==> src/rtl/gnms_pkg.sv <==
// ----------------------------------------------------------------------------
// gnms_pkg
// Shared constants, types and tables for the gradient non-maximum suppression
// core.
// ----------------------------------------------------------------------------
package gnms_pkg;

  localparam int MAX_COLUMNS = 1024;
  localparam int MAX_ROWS    = 1024;
  localparam int COL_W       = $clog2(MAX_COLUMNS);
  localparam int ROW_W       = $clog2(MAX_ROWS);
  localparam int CFG_W       = 11;
  localparam int CFG_IDX_W   = 1;
  localparam int POS_W       = ((COL_W > CFG_W) ? COL_W : CFG_W) + 1;
  localparam int MEM_DEPTH   = 3 * MAX_COLUMNS;
  localparam int ADDR_W      = $clog2(MEM_DEPTH);
  localparam int PEND_W      = 11;
  localparam int NORM_W      = 20;
  localparam int PROD_W      = 36;
  localparam int ACC_W       = 37;
  localparam int RAD_W       = 41;
  localparam int ROOT_TOP    = 40;
  localparam int ROOT_STEPS  = 21;
  localparam int CORD_STEPS  = 20;
  localparam int CORD_W      = 34;
  localparam int ANG_W       = 25;
  localparam int CNT_W       = 5;
  localparam int MUL_STEPS   = 6;

  localparam logic [PEND_W-1:0] PEND_MAX = '1;
  localparam logic [CFG_W-1:0]  CFG_RESET = CFG_W'(1024);
  localparam logic signed [ANG_W-1:0] PI_UNITS = ANG_W'(8235497);

  localparam logic [CFG_IDX_W-1:0] CFG_COLUMNS = 1'b0;
  localparam logic [CFG_IDX_W-1:0] CFG_ROWS    = 1'b1;

  typedef enum logic [3:0] {
    ST_IDLE, ST_RD, ST_LD, ST_SQX, ST_SQY, ST_SUM, ST_CLASS, ST_ROOT_LD,
    ST_ROOT, ST_ROOT_ST, ST_MUL, ST_KEEP, ST_CORD_LD, ST_CORD, ST_OUT
  } state_t;

  typedef enum logic [1:0] {PH_CENTER, PH_NEIGH, PH_MAG} phase_t;

  typedef enum logic [2:0] {
    MUL_NONE, MUL_XX, MUL_YY, MUL_NA, MUL_BG1, MUL_DG2, MUL_BG3, MUL_DG4
  } mul_sel_t;

  typedef enum logic [2:0] {
    ACC_HOLD, ACC_LOAD, ACC_ADD, ACC_LHS, ACC_CMP1, ACC_CMP2
  } acc_op_t;

  typedef enum logic [1:0] {DST_N, DST_G, DST_MAG} dst_t;

  typedef enum logic [1:0] {RES_ZERO, RES_BORDER, RES_KEPT} res_kind_t;

  typedef struct packed {
    logic             accept;
    logic             rd_en;
    logic             rd_center;
    logic [1:0]       role;
    logic             cap_center;
    mul_sel_t         mul_sel;
    acc_op_t          acc_op;
    logic             save_s;
    logic             root_ld;
    logic             root_mag;
    logic             root_step;
    logic             root_st;
    dst_t             root_dst;
    logic             cord_ld;
    logic             cord_step;
    logic [CNT_W-1:0] step;
    logic             out_load;
    res_kind_t        res_kind;
  } ctrl_cmd_t;

  typedef struct packed {
    logic emit_go;
    logic border;
    logic small_grad;
    logic kept;
    logic out_free;
  } dp_status_t;

  function automatic logic signed [ANG_W-1:0] atan_unit(input logic [CNT_W-1:0] i);
    logic signed [ANG_W-1:0] v;
    unique case (i)
      5'd0:    v = ANG_W'(2058874);
      5'd1:    v = ANG_W'(1215424);
      5'd2:    v = ANG_W'(642197);
      5'd3:    v = ANG_W'(325989);
      5'd4:    v = ANG_W'(163627);
      5'd5:    v = ANG_W'(81893);
      5'd6:    v = ANG_W'(40957);
      5'd7:    v = ANG_W'(20480);
      5'd8:    v = ANG_W'(10240);
      5'd9:    v = ANG_W'(5120);
      5'd10:   v = ANG_W'(2560);
      5'd11:   v = ANG_W'(1280);
      5'd12:   v = ANG_W'(640);
      5'd13:   v = ANG_W'(320);
      5'd14:   v = ANG_W'(160);
      5'd15:   v = ANG_W'(80);
      5'd16:   v = ANG_W'(40);
      5'd17:   v = ANG_W'(20);
      5'd18:   v = ANG_W'(10);
      5'd19:   v = ANG_W'(5);
      default: v = '0;
    endcase
    return v;
  endfunction

endpackage

==> src/rtl/gnms_ctrl.sv <==
// ----------------------------------------------------------------------------
// gnms_ctrl
// Sequencer: accepts words and steps the datapath through window reads,
// squares, square roots, the suppression compare and the angle iterations.
// ----------------------------------------------------------------------------
module gnms_ctrl (
  input  logic                   clk,
  input  logic                   rst_n,
  input  logic                   in_tvalid,
  output logic                   in_tready,
  input  gnms_pkg::dp_status_t   status,
  output gnms_pkg::ctrl_cmd_t    cmd
);

  gnms_pkg::state_t    state_r, state_nxt;
  gnms_pkg::phase_t    phase_r, phase_nxt;
  gnms_pkg::res_kind_t res_r, res_nxt;
  logic [1:0]                 role_r, role_nxt;
  logic [gnms_pkg::CNT_W-1:0] cnt_r, cnt_nxt;

  always_ff @(posedge clk) begin
    if (!rst_n) begin
      state_r <= gnms_pkg::ST_IDLE;
      phase_r <= gnms_pkg::PH_CENTER;
      res_r   <= gnms_pkg::RES_ZERO;
      role_r  <= '0;
      cnt_r   <= '0;
    end else begin
      state_r <= state_nxt;
      phase_r <= phase_nxt;
      res_r   <= res_nxt;
      role_r  <= role_nxt;
      cnt_r   <= cnt_nxt;
    end
  end

  always_comb begin
    state_nxt = state_r;
    phase_nxt = phase_r;
    res_nxt   = res_r;
    role_nxt  = role_r;
    cnt_nxt   = cnt_r;
    unique case (state_r)
      gnms_pkg::ST_IDLE: begin
        if (in_tvalid && status.emit_go) begin
          state_nxt = gnms_pkg::ST_RD;
          phase_nxt = gnms_pkg::PH_CENTER;
        end
      end
      gnms_pkg::ST_RD:  state_nxt = gnms_pkg::ST_LD;
      gnms_pkg::ST_LD:  state_nxt = gnms_pkg::ST_SQX;
      gnms_pkg::ST_SQX: state_nxt = gnms_pkg::ST_SQY;
      gnms_pkg::ST_SQY: state_nxt = gnms_pkg::ST_SUM;
      gnms_pkg::ST_SUM: begin
        state_nxt = (phase_r == gnms_pkg::PH_CENTER) ? gnms_pkg::ST_CLASS
                                                      : gnms_pkg::ST_ROOT_LD;
      end
      gnms_pkg::ST_CLASS: begin
        priority if (status.border) begin
          phase_nxt = gnms_pkg::PH_MAG;
          res_nxt   = gnms_pkg::RES_BORDER;
          state_nxt = gnms_pkg::ST_ROOT_LD;
        end else if (status.small_grad) begin
          res_nxt   = gnms_pkg::RES_ZERO;
          state_nxt = gnms_pkg::ST_OUT;
        end else begin
          state_nxt = gnms_pkg::ST_ROOT_LD;
        end
      end
      gnms_pkg::ST_ROOT_LD: begin
        cnt_nxt   = '0;
        state_nxt = gnms_pkg::ST_ROOT;
      end
      gnms_pkg::ST_ROOT: begin
        if (cnt_r == gnms_pkg::CNT_W'(gnms_pkg::ROOT_STEPS - 1)) begin
          state_nxt = gnms_pkg::ST_ROOT_ST;
        end else begin
          cnt_nxt = cnt_r + 1'b1;
        end
      end
      gnms_pkg::ST_ROOT_ST: begin
        unique case (phase_r)
          gnms_pkg::PH_CENTER: begin
            phase_nxt = gnms_pkg::PH_NEIGH;
            role_nxt  = '0;
            state_nxt = gnms_pkg::ST_RD;
          end
          gnms_pkg::PH_NEIGH: begin
            if (role_r == 2'd3) begin
              cnt_nxt   = '0;
              state_nxt = gnms_pkg::ST_MUL;
            end else begin
              role_nxt  = role_r + 1'b1;
              state_nxt = gnms_pkg::ST_RD;
            end
          end
          default: begin
            state_nxt = (res_r == gnms_pkg::RES_BORDER) ? gnms_pkg::ST_OUT
                                                         : gnms_pkg::ST_CORD_LD;
          end
        endcase
      end
      gnms_pkg::ST_MUL: begin
        if (cnt_r == gnms_pkg::CNT_W'(gnms_pkg::MUL_STEPS - 1)) begin
          state_nxt = gnms_pkg::ST_KEEP;
        end else begin
          cnt_nxt = cnt_r + 1'b1;
        end
      end
      gnms_pkg::ST_KEEP: begin
        if (status.kept) begin
          phase_nxt = gnms_pkg::PH_MAG;
          res_nxt   = gnms_pkg::RES_KEPT;
          state_nxt = gnms_pkg::ST_ROOT_LD;
        end else begin
          res_nxt   = gnms_pkg::RES_ZERO;
          state_nxt = gnms_pkg::ST_OUT;
        end
      end
      gnms_pkg::ST_CORD_LD: begin
        cnt_nxt   = '0;
        state_nxt = gnms_pkg::ST_CORD;
      end
      gnms_pkg::ST_CORD: begin
        if (cnt_r == gnms_pkg::CNT_W'(gnms_pkg::CORD_STEPS - 1)) begin
          state_nxt = gnms_pkg::ST_OUT;
        end else begin
          cnt_nxt = cnt_r + 1'b1;
        end
      end
      gnms_pkg::ST_OUT: begin
        if (status.out_free) state_nxt = gnms_pkg::ST_IDLE;
      end
      default: state_nxt = gnms_pkg::ST_IDLE;
    endcase
  end

  always_comb begin
    cmd           = '0;
    cmd.mul_sel   = gnms_pkg::MUL_NONE;
    cmd.acc_op    = gnms_pkg::ACC_HOLD;
    cmd.root_dst  = gnms_pkg::DST_N;
    cmd.res_kind  = res_r;
    cmd.role      = role_r;
    cmd.step      = cnt_r;
    in_tready     = 1'b0;
    unique case (state_r)
      gnms_pkg::ST_IDLE: begin
        in_tready  = 1'b1;
        cmd.accept = in_tvalid;
      end
      gnms_pkg::ST_RD: begin
        cmd.rd_en     = 1'b1;
        cmd.rd_center = (phase_r == gnms_pkg::PH_CENTER);
      end
      gnms_pkg::ST_LD:  cmd.cap_center = (phase_r == gnms_pkg::PH_CENTER);
      gnms_pkg::ST_SQX: cmd.mul_sel = gnms_pkg::MUL_XX;
      gnms_pkg::ST_SQY: begin
        cmd.mul_sel = gnms_pkg::MUL_YY;
        cmd.acc_op  = gnms_pkg::ACC_LOAD;
      end
      gnms_pkg::ST_SUM: begin
        cmd.acc_op = gnms_pkg::ACC_ADD;
        cmd.save_s = (phase_r == gnms_pkg::PH_CENTER);
      end
      gnms_pkg::ST_ROOT_LD: begin
        cmd.root_ld  = 1'b1;
        cmd.root_mag = (phase_r == gnms_pkg::PH_MAG);
      end
      gnms_pkg::ST_ROOT: cmd.root_step = 1'b1;
      gnms_pkg::ST_ROOT_ST: begin
        cmd.root_st = 1'b1;
        unique case (phase_r)
          gnms_pkg::PH_CENTER: cmd.root_dst = gnms_pkg::DST_N;
          gnms_pkg::PH_NEIGH:  cmd.root_dst = gnms_pkg::DST_G;
          default:             cmd.root_dst = gnms_pkg::DST_MAG;
        endcase
      end
      gnms_pkg::ST_MUL: begin
        unique case (cnt_r)
          5'd0: cmd.mul_sel = gnms_pkg::MUL_NA;
          5'd1: begin
            cmd.mul_sel = gnms_pkg::MUL_BG1;
            cmd.acc_op  = gnms_pkg::ACC_LHS;
          end
          5'd2: begin
            cmd.mul_sel = gnms_pkg::MUL_DG2;
            cmd.acc_op  = gnms_pkg::ACC_LOAD;
          end
          5'd3: begin
            cmd.mul_sel = gnms_pkg::MUL_BG3;
            cmd.acc_op  = gnms_pkg::ACC_CMP1;
          end
          5'd4: begin
            cmd.mul_sel = gnms_pkg::MUL_DG4;
            cmd.acc_op  = gnms_pkg::ACC_LOAD;
          end
          default: cmd.acc_op = gnms_pkg::ACC_CMP2;
        endcase
      end
      gnms_pkg::ST_CORD_LD: cmd.cord_ld = 1'b1;
      gnms_pkg::ST_CORD:    cmd.cord_step = 1'b1;
      gnms_pkg::ST_OUT:     cmd.out_load = status.out_free;
      default: ;
    endcase
  end

endmodule

==> config.mk <==
export PLATFORM = sky130hd
export DESIGN_NAME = gnms_ctrl
export DESIGN_NICKNAME = d
export VERILOG_FILES = /design/src/rtl/gnms_pkg.sv /design/src/rtl/gnms_ctrl.sv
export SDC_FILE = /design/constraint.sdc
export NUM_CORES = 1
export LEC_CHECK = 0
export ABC_AREA = 1
export BUFFER_PORTS_ARGS = -buffer_cell sky130_fd_sc_hd__buf_2
export CELL_PAD_IN_SITES_DETAIL_PLACEMENT = 1
export CELL_PAD_IN_SITES_GLOBAL_PLACEMENT = 1
export CORE_MARGIN = 1.5
export CORE_UTILIZATION = 34
export CTS_CLUSTER_DIAMETER = 30
export DETAILED_ROUTE_END_ITERATION = 12
export GPL_ROUTABILITY_DRIVEN = 0
export PLACE_DENSITY = 0.82
export RECOVER_POWER = 50
export SLEW_MARGIN = 25
export SYNTH_ARGS = -nofsm -noshare
export SYNTH_HDL_FRONTEND = slang
export SYNTH_SLANG_ARGS = --single-unit
==> constraint.sdc <==
create_clock -name clk -period 1.9 [get_ports clk]
set_clock_uncertainty 0.05 [all_clocks]
set_input_delay 0.285 -clock clk [delete_from_list [all_inputs] [get_ports clk]]
set_output_delay 0.285 -clock clk [all_outputs]
set_load 0.005 [all_outputs]
### Word level (Yosys, flattened, before mapping)

Index checks and enable logic that the tools add are counted.

| storage, ports and cells | value |
|---|---|
| flip-flop bits (word level) | 15 |
| input bits | 8 |
| output and inout bits | 30 |
| word-level logic and storage cells | 108 |

| cells by class | value |
|---|---|
| $add $sub $neg | 2 |
| equal/unequal tests | 40 |
| mux-type cells | 46 |
| reductions and logical operators | 15 |

Operators with widths:

| operator | number |
|---|---|
| $pmux W4 S15 | 1 |
| $mux W4 | 9 |
| $eq A4 B4 Y1 const B | 7 |
| $ne A2 B2 Y1 const B | 13 |
| $mux W5 | 5 |
| $pmux W5 S5 | 1 |
| $mux W2 | 11 |
| $pmux W3 S3 | 2 |
| $eq A4 B3 Y1 const B | 4 |
| $pmux W3 S5 | 1 |
| $pmux W2 S2 | 3 |
| $pmux W3 S4 | 1 |
| $eq A5 B2 Y1 const B | 2 |
| $eq A5 B3 Y1 const B | 2 |
| $eq A5 B5 Y1 const B | 2 |
| $reduce_and A5 Y1 | 2 |
| $mux W1 | 9 |
| $eq A4 B2 Y1 const B | 2 |
| $pmux W2 S4 | 1 |
| $pmux W4 S2 | 1 |
| $reduce_and A6 Y1 | 1 |
| $add A5 B1 Y5 const B | 1 |
| $eq A5 B1 Y1 const B | 1 |
| $logic_not A5 Y1 | 1 |
| 16 further kinds | 20 |

### Depth between registers and ports, before layout

Gate-level depths: netlist of run 1.

| depth | value |
|---|---|
| depth after elaboration | 4 |
| depth in mapped cells | 11 |
| mapped depth without buffers | 11 |

### Worst setup path after synthesis of run 1

OpenSTA, ideal clock, no wires.

| path | value |
|---|---|
| kind | register to output |
| start point | register cnt_r[0] (netlist bit) |
| end point | output port cmd[19] (netlist bit) |
| arrival | 1.175 ns |
| data required time | 1.565 ns |
| setup slack | 0.390 ns |
| stages on the path, launching flop included | 8 |
| buffers on the path | 0 |
| cells stage by stage | dfxtp_1 -> inv_1 -> ha_1 -> nand3_1 -> nand2_1 -> nor2_1 -> nand2_1 -> a21oi_1 |

RTL lines:

| item | RTL line | RTL |
|---|---|---|
| from (decl) | gnms_ctrl.sv:19 | `logic [gnms_pkg::CNT_W-1:0] cnt_r, cnt_nxt;` |
| from (signal assigned) | gnms_ctrl.sv:33 | `cnt_r <= cnt_nxt;` |
| to (decl) | gnms_ctrl.sv:12 | `output gnms_pkg::ctrl_cmd_t cmd` |

==> impl_metrics.env, run 1 <==
export IMPL_worstPathCellList="inv_2 > ha_1 > inv_1 > nor2_2 > nand2_2 > nand3_1 > nor2_1 > nor2_1 > buf_2"
export IMPL_die_area_um2=4381
export IMPL_synthMuxAreaShare_pct=0
export IMPL_leakagePower_nw=0.8735
export IMPL_nets=291
export IMPL_hp_class="in2reg"
export IMPL_grt_max_degree=15
export IMPL_synth_area_top_cells="dfxtp_1 22%, nand2_1 17%, inv_1 9.4%"
export IMPL_drtIter0Drc=84
export IMPL_fin_util_pct=44.69
export IMPL_ioPinCount=38
export IMPL_start_util_pct=36.26
export IMPL_status="finished, final reports clean"
export IMPL_synth_simple_area_share_pct=49.68
export IMPL_area_growth_syn_to_layout_pct=23.23
export IMPL_vias_per_cell=5.043
export IMPL_dp_hpwl_um=3614
export IMPL_cp_start_kind="register"
export IMPL_grt_ovfl_total=0
export IMPL_cts_tree="yes"
export IMPL_fmax_mhz=550.6
export IMPL_yosys_area_top_type="dfxtp_1"
export IMPL_antenna_found_initial=0
export IMPL_finalSetupViolCount=0
export IMPL_clk_latency_ns=0.24
export IMPL_synth_avg_cell_area_um2=5.752
export IMPL_path_common_cell="nor2_1"
export IMPL_synth_seq_cells=15
export IMPL_clock_sinks=15
export IMPL_drv_cap=0
export IMPL_synth_warnings=0
export IMPL_grt_usage_pct=20.92
export IMPL_max_stage_delay_ns=0.35
export IMPL_fp_coreArea_um2=3744
export IMPL_synth_adder_area_share_pct=4.608
export IMPL_design_area_um2=1673
export IMPL_layout_drive_gt1_share_pct=23.47
export IMPL_wirelength_um=4563
export IMPL_numPortBuffers=37
export IMPL_h_tree_depth=1
export IMPL_routedWlPerCell_um=14.04
export IMPL_cp_end_kind="output pin"
export IMPL_drtPass1Iterations=4
export IMPL_power_uw=670.8
export IMPL_worstMarginPinSlew_ns=0.5162
export IMPL_cp_arrival_ns=1.48
export IMPL_finalCritPeriodShare_pct=95.59
export IMPL_synth_cell_type_count=26
export IMPL_finalMaxSlewViolations=0
export IMPL_diodes=0
export IMPL_cts_buffer_depth=2
export IMPL_drc_errors=0
export IMPL_synth_xor_area_share_pct=1.935
export IMPL_syn_num_nets=249
export IMPL_num_vias=1639
export IMPL_holdBufCountCts=0
export IMPL_irDropWorstVdd_mv=0.3285
export IMPL_p_per_area_nw_per_um2=401.0
export IMPL_crit_required_ns=1.56
export IMPL_clock_root_buffer="clkbuf_8"
export IMPL_synth_compound_area_share_pct=9.954
export IMPL_syn_instance_count=236
export IMPL_die_x_um=66.19
export IMPL_finalSetupTns_ns=0
export IMPL_grt_pass1_wl_um=7134
export IMPL_clk_transition_reported_paths_ns=0.06
export IMPL_synth_top_area_share_pct=22.12
export IMPL_crit_path_max_fanout=4
export IMPL_crit_slowest_cell="dfxtp_4"
export IMPL_rows=22
export IMPL_crit_type="reg2out"
export IMPL_maxSlewHeadroom_pct=65.55
export IMPL_die_y_um=66.19
export IMPL_synth_seq_area_share_pct=22.12
export IMPL_dpl_cell_area_um2=1602
export IMPL_numCtsBuffers=3
export IMPL_syn_area_um2=1358
export IMPL_hold_viol=0
export IMPL_ant_nets=0
export IMPL_grt_pass1_vias=1525
export IMPL_synth_top_family_by_area="simple AND/OR/NAND/NOR gates"
export IMPL_finalCriticalPeriod_ns=1.816
per-stage QoR:
step / setup slack (ns) / hold slack (ns) / std cells
floorplan: 0.3903 / 0.3597 / 236
global placement: 0.2639 / 0.4193 / 320
detailed placement: 0.1853 / 0.4319 / 320
CTS: 0.005381 / 0.2317 / 324
global route: -0.03004 / 0.2713 / 325
finish: 0.08373 / 0.2466 / 325
per-layer routing:
metal  share of wire [%]  vias up  track usage [%]
li1                    -      823                -
met1                  49      777            29.98
met2                  46       35            33.88
met3                 4.4        4            1.533
met4                0.77        0            5.102
met5                   0        -                0
state kept, by name (all words and copies together), names as in the netlist:
signal and cells:
role_r 2, cnt_r 5, state_r 4, res_r 2, phase_r 2
logic make-up (layout without fill, tap and decap cells):
group / after synthesis / count (layout)
AND/OR/NAND/NOR: 147 / 147
buffers and inverters: 41 / 82
AO/OA/AOI/OAI: 25 / 25
flip-flops: 15 / 15
adder cells (fa/ha/maj): 5 / 5
XOR/XNOR: 3 / 3
cell usage in the layout, fill, tap and decap left out, drive strengths merged:
cell / count
a21oi: 16
a31oi: 1
buf: 32
clkbuf: 12
dfxtp: 15
ha: 5
inv: 38
nand2: 72
nand3: 25
nand3b: 1
nand4: 2
nor2: 41
nor3: 6
o21ai: 5
o22ai: 2
o31ai: 1
xnor2: 1
xor2: 2
synth_stat cells, drive strengths merged:
| cell type | count |
|---|---|
| clkbuf | 1 |
| xor2 | 2 |
| ha | 5 |
| a21oi | 16 |
| o21ai | 5 |
| nand3b | 1 |
| o22ai | 2 |
| dfxtp | 15 |
| buf | 2 |
| nor2 | 41 |
| nand4 | 2 |
| xnor2 | 1 |
| nand2 | 72 |
| nand3 | 25 |
| a31oi | 1 |
| o31ai | 1 |
| nor3 | 6 |
| inv | 38 |
where the power goes:
group / leakage (nW) / internal (mW) / switching (mW)
clock: 0.0228 / 0.148 / 0.110
combinational: 0.728 / 0.0310 / 0.0612
sequential: 0.123 / 0.315 / 0.00568
total: 0.874 / 0.494 / 0.177
final timing paths:
path	start	end	slack [ns]	depth (start not counted)
setup / recovery	cnt_r[1]	cmd[22]	0.08	9
hold / removal	rst_n	cnt_r[0]	0.25	3
setup reg to reg	state_r[2]	cnt_r[1]	0.20	10
hold reg to reg	res_r[0]	res_r[0]	0.44	2
worst max-delay path: cells and delay by family (launching register included):
kind	cells	cell delay [ns]
buffers and inverters	3	0.27
flip-flops	1	0.35
AND/OR/NAND/NOR	5	0.44
adder cells (fa/ha/maj)	1	0.18
cell type report:
cell class,count,area (um^2)
Sequential cell,15,309.0
Clock buffer,4,45.04
Inverter,38,142.6
Tap cell,48,60.06
Fill cell,569,2071
Timing Repair Buffer,40,192.7
Multi-Input combinational cell,180,923.4
what timing repair did:
item / in CTS / in global routing
endpoints found under the setup margin: 3 / 5
resized for setup: 3 / 13
pin swaps: 0 / 1
buffers inserted: 0 / 1
Note: power is estimated with default switching activity, not from simulation.
==> run 2, diff against run 1 <==
--- a/config.mk
+++ b/config.mk
@@ -5,16 +5,15 @@
 export SDC_FILE = /design/constraint.sdc
 export NUM_CORES = 1
 export LEC_CHECK = 0
-export ABC_AREA = 1
 export BUFFER_PORTS_ARGS = -buffer_cell sky130_fd_sc_hd__buf_2
 export CELL_PAD_IN_SITES_DETAIL_PLACEMENT = 1
 export CELL_PAD_IN_SITES_GLOBAL_PLACEMENT = 1
 export CORE_MARGIN = 1.5
-export CORE_UTILIZATION = 34
+export CORE_UTILIZATION = 37
 export CTS_CLUSTER_DIAMETER = 30
 export DETAILED_ROUTE_END_ITERATION = 12
 export GPL_ROUTABILITY_DRIVEN = 0
-export PLACE_DENSITY = 0.82
+export PLACE_DENSITY = 0.84
 export RECOVER_POWER = 50
 export SLEW_MARGIN = 25
 export SYNTH_ARGS = -nofsm -noshare
==> run 2 against run 1 <==
- the run now ends with negative setup slack left
- synthesized cell count shrank 19%
- hold slack gained 0.090 ns
- setup slack lost 0.52 ns
- core utilization grew 18 points
- flip-flop and latch count is the same
- clock power grew 10%
- sequential power grew 4%
- sequential share of layout area shrank 4.3 points
- largest power group is now combinational cells
- highest routed layer unchanged
==> impl_metrics.env, run 2 <==
export IMPL_h_tree_depth=1
export IMPL_num_vias=2100
export IMPL_final_common_cell="buf_4"
export IMPL_synth_top_area_share_pct=21.52
export IMPL_layout_drive_gt1_share_pct=49.25
export IMPL_status="complete, but fails checks"
export IMPL_rsz0062_at_grt="yes"
export IMPL_reg_top3="cnt_r: 5 flops, state_r: 4 flops"
export IMPL_clock_sinks=15
export IMPL_fin_util_pct=62.74
export IMPL_synth_avg_cell_area_um2=7.304
export IMPL_finalCriticalPeriod_ns=2.335
export IMPL_syn_area_um2=1395
export IMPL_grt_pass1_wl_um=10380
export IMPL_synth_area_top_cells="dfxtp_1 22%, nand2_1 6.5%, nor2_1 4.8%"
export IMPL_fmax_mhz=428.4
export IMPL_routedWlPerCell_um=26.75
export IMPL_cts_tree="yes"
export IMPL_pre_cts_slack_ns=-0.02502
export IMPL_numPortBuffers=37
export IMPL_finalMaxSlewViolations=0
export IMPL_grt_max_degree=23
export IMPL_rows=22
export IMPL_synth_seq_area_share_pct=21.52
export IMPL_clock_root_buffer="clkbuf_8"
export IMPL_dpl_cell_area_um2=1847
export IMPL_yosysMostFrequentCell="nand2_1"
export IMPL_crit_type="reg2out"
export IMPL_vias_per_cell=6.688
export IMPL_irDropWorstVdd_mv=0.3751
export IMPL_die_y_um=64.41
export IMPL_yosys_area_top_type="dfxtp_1"
export IMPL_crit_required_ns=1.56
export IMPL_largest_reg_flops=5
export IMPL_syn_instance_count=191
export IMPL_start_util_pct=38.40
export IMPL_synth_cell_type_count=52
export IMPL_synth_seq_cells=15
export IMPL_drtIter0Drc=230
export IMPL_leakagePower_nw=0.9521
export IMPL_synth_edff_count=0
export IMPL_die_area_um2=4148
export IMPL_finalSetupViolCount=16
export IMPL_ys_async_sr_fraction_pct=0
export IMPL_hold_viol=0
export IMPL_diodes=0
export IMPL_finalCritPeriodShare_pct=122.9
export IMPL_drtPass1Iterations=5
export IMPL_worstMarginPinSlew_ns=0.5565
export IMPL_synthTopCellsByCount="24 x nand2_1, 18 x nor2_1, 15 x dfxtp_1"
export IMPL_setup_ws_ns=-0.4345
export IMPL_clk_latency_ns=0.26
export IMPL_maxSlewHeadroom_pct=62.61
export IMPL_nets=280
export IMPL_antenna_found_initial=0
export IMPL_die_x_um=64.41
export IMPL_grt_pass1_vias=1943
export IMPL_p_per_area_nw_per_um2=441.3
export IMPL_grt_ovfl_total=0
export IMPL_clk_transition_reported_paths_ns=0.07
export IMPL_failed_checks="negative setup slack"
export IMPL_grt_usage_pct=33.31
export IMPL_dp_hpwl_um=3997
export IMPL_drv_cap=0
export IMPL_area_growth_syn_to_layout_pct=63.41
export IMPL_numCtsBuffers=3
export IMPL_crit_path_max_fanout=3
export IMPL_ant_nets=0
export IMPL_finalSetupTns_ns=-2.588
export IMPL_ioPinCount=38
export IMPL_holdBufCountCts=0
export IMPL_timing_hold_ws_ns=0.3368
export IMPL_cp_start_kind="register"
export IMPL_synth_warnings=0
export IMPL_cp_arrival_ns=2.00
export IMPL_top_register="cnt_r"
export IMPL_synth_main_ff_cell="dfxtp_1"
export IMPL_drc_errors=0
export IMPL_most_common_layout_cells="39 x buf_4, 36 x buf_2, 22 x nand2_1"
export IMPL_fp_coreArea_um2=3633
export IMPL_hp_class="in2reg"
export IMPL_cp_end_kind="output pin"
export IMPL_wirelength_um=8400
export IMPL_cts_buffer_depth=2
export IMPL_syn_num_nets=204
export IMPL_design_area_um2=2280
[run 2: cell count changes in the layout (fill, tap and decap cells not counted), moves of 5 or more]
cell | before | now
a21oi_1 | 15 | 6
buf_2 | 31 | 36
buf_4 | 1 | 39
clkbuf_1 | 9 | 2
inv_1 | 32 | 5
inv_2 | 6 | 1
nand2_1 | 63 | 22
nand3_1 | 23 | 5
nor2_1 | 34 | 18
nor2b_1 | 0 | 7
[run 2: logic make-up (layout without fill, tap and decap cells)]
logic type / Yosys count / count (layout) / synth area share, %
flip-flops: 15 / 15 / 21.52
AND/OR/NAND/NOR: 100 / 100 / 40.18
AO/OA/AOI/OAI: 51 / 51 / 26.73
adder cells (fa/ha/maj): 5 / 5 / 4.484
buffers and inverters: 20 / 95 / 7.085
[run 2: path summary, 6_finish.rpt]
| check | from | endpoint | slack [ns] | cells past startpoint |
|---|---|---|---|---|
| worst max-delay path | cnt_r[1] | cmd[17] | -0.43 | 8 |
| worst min-delay path | status[2] | res_r[0] | 0.34 | 4 |
| worst max register to register | cnt_r[1] | cnt_r[1] | -0.35 | 7 |
| worst min register to register | res_r[1] | res_r[1] | 0.48 | 2 |
[run 2: power breakdown]
group          switching [mW]  internal, mW  total [mW]
combinational           0.220         0.167       0.387
clock                   0.134         0.149       0.284
sequential             0.0163         0.319       0.335
[run 2: metal layers]
layer	wire, um	up-vias	global-route usage [%]
li1	-	858	-
met4	546	0	18.35
met5	0	-	0
met3	736	59	3.521
met2	3681	154	52.21
met1	3435	1029	44.44
[run 2: stage by stage]
| stage | power [mW] | std cells |
|---|---|---|
| 2_1_floorplan | 0.4931 | 191 |
| 3_3_place_gp | 0.6053 | 299 |
| 3_5_place_dp | 0.6130 | 299 |
| 4_1_cts | 0.9062 | 308 |
| 5_1_grt | 1.043 | 314 |
| 6_report | 1.006 | 314 |
[run 2: timing repair]
action | 4_1_cts | 5_1_grt
endpoints found under the setup margin | 13 | 19
pin swaps | 9 | 15
gates resized for setup | 30 | 33
buffers inserted | 5 | 5
cloned | 0 | 2
[run 2: critical path: stages, from the launching register on]
cell and delay (ns):
dfxtp_4 0.38, inv_2 0.07, ha_4 0.16, or3_1 0.35, o211ai_1 0.13, o211ai_1 0.16, a31oi_1 0.28, nor2_1 0.08
buf_2 0.13
[run 2: final cells by class]
cell class                      instances  area [um^2]
Tap cell                               48        60.06
Multi-Input combinational cell        156         1227
Timing Repair Buffer                   83        591.8
Sequential cell                        15        322.8
Inverter                                8        32.53
Clock buffer                            4        45.04
Fill cell                             437         1354
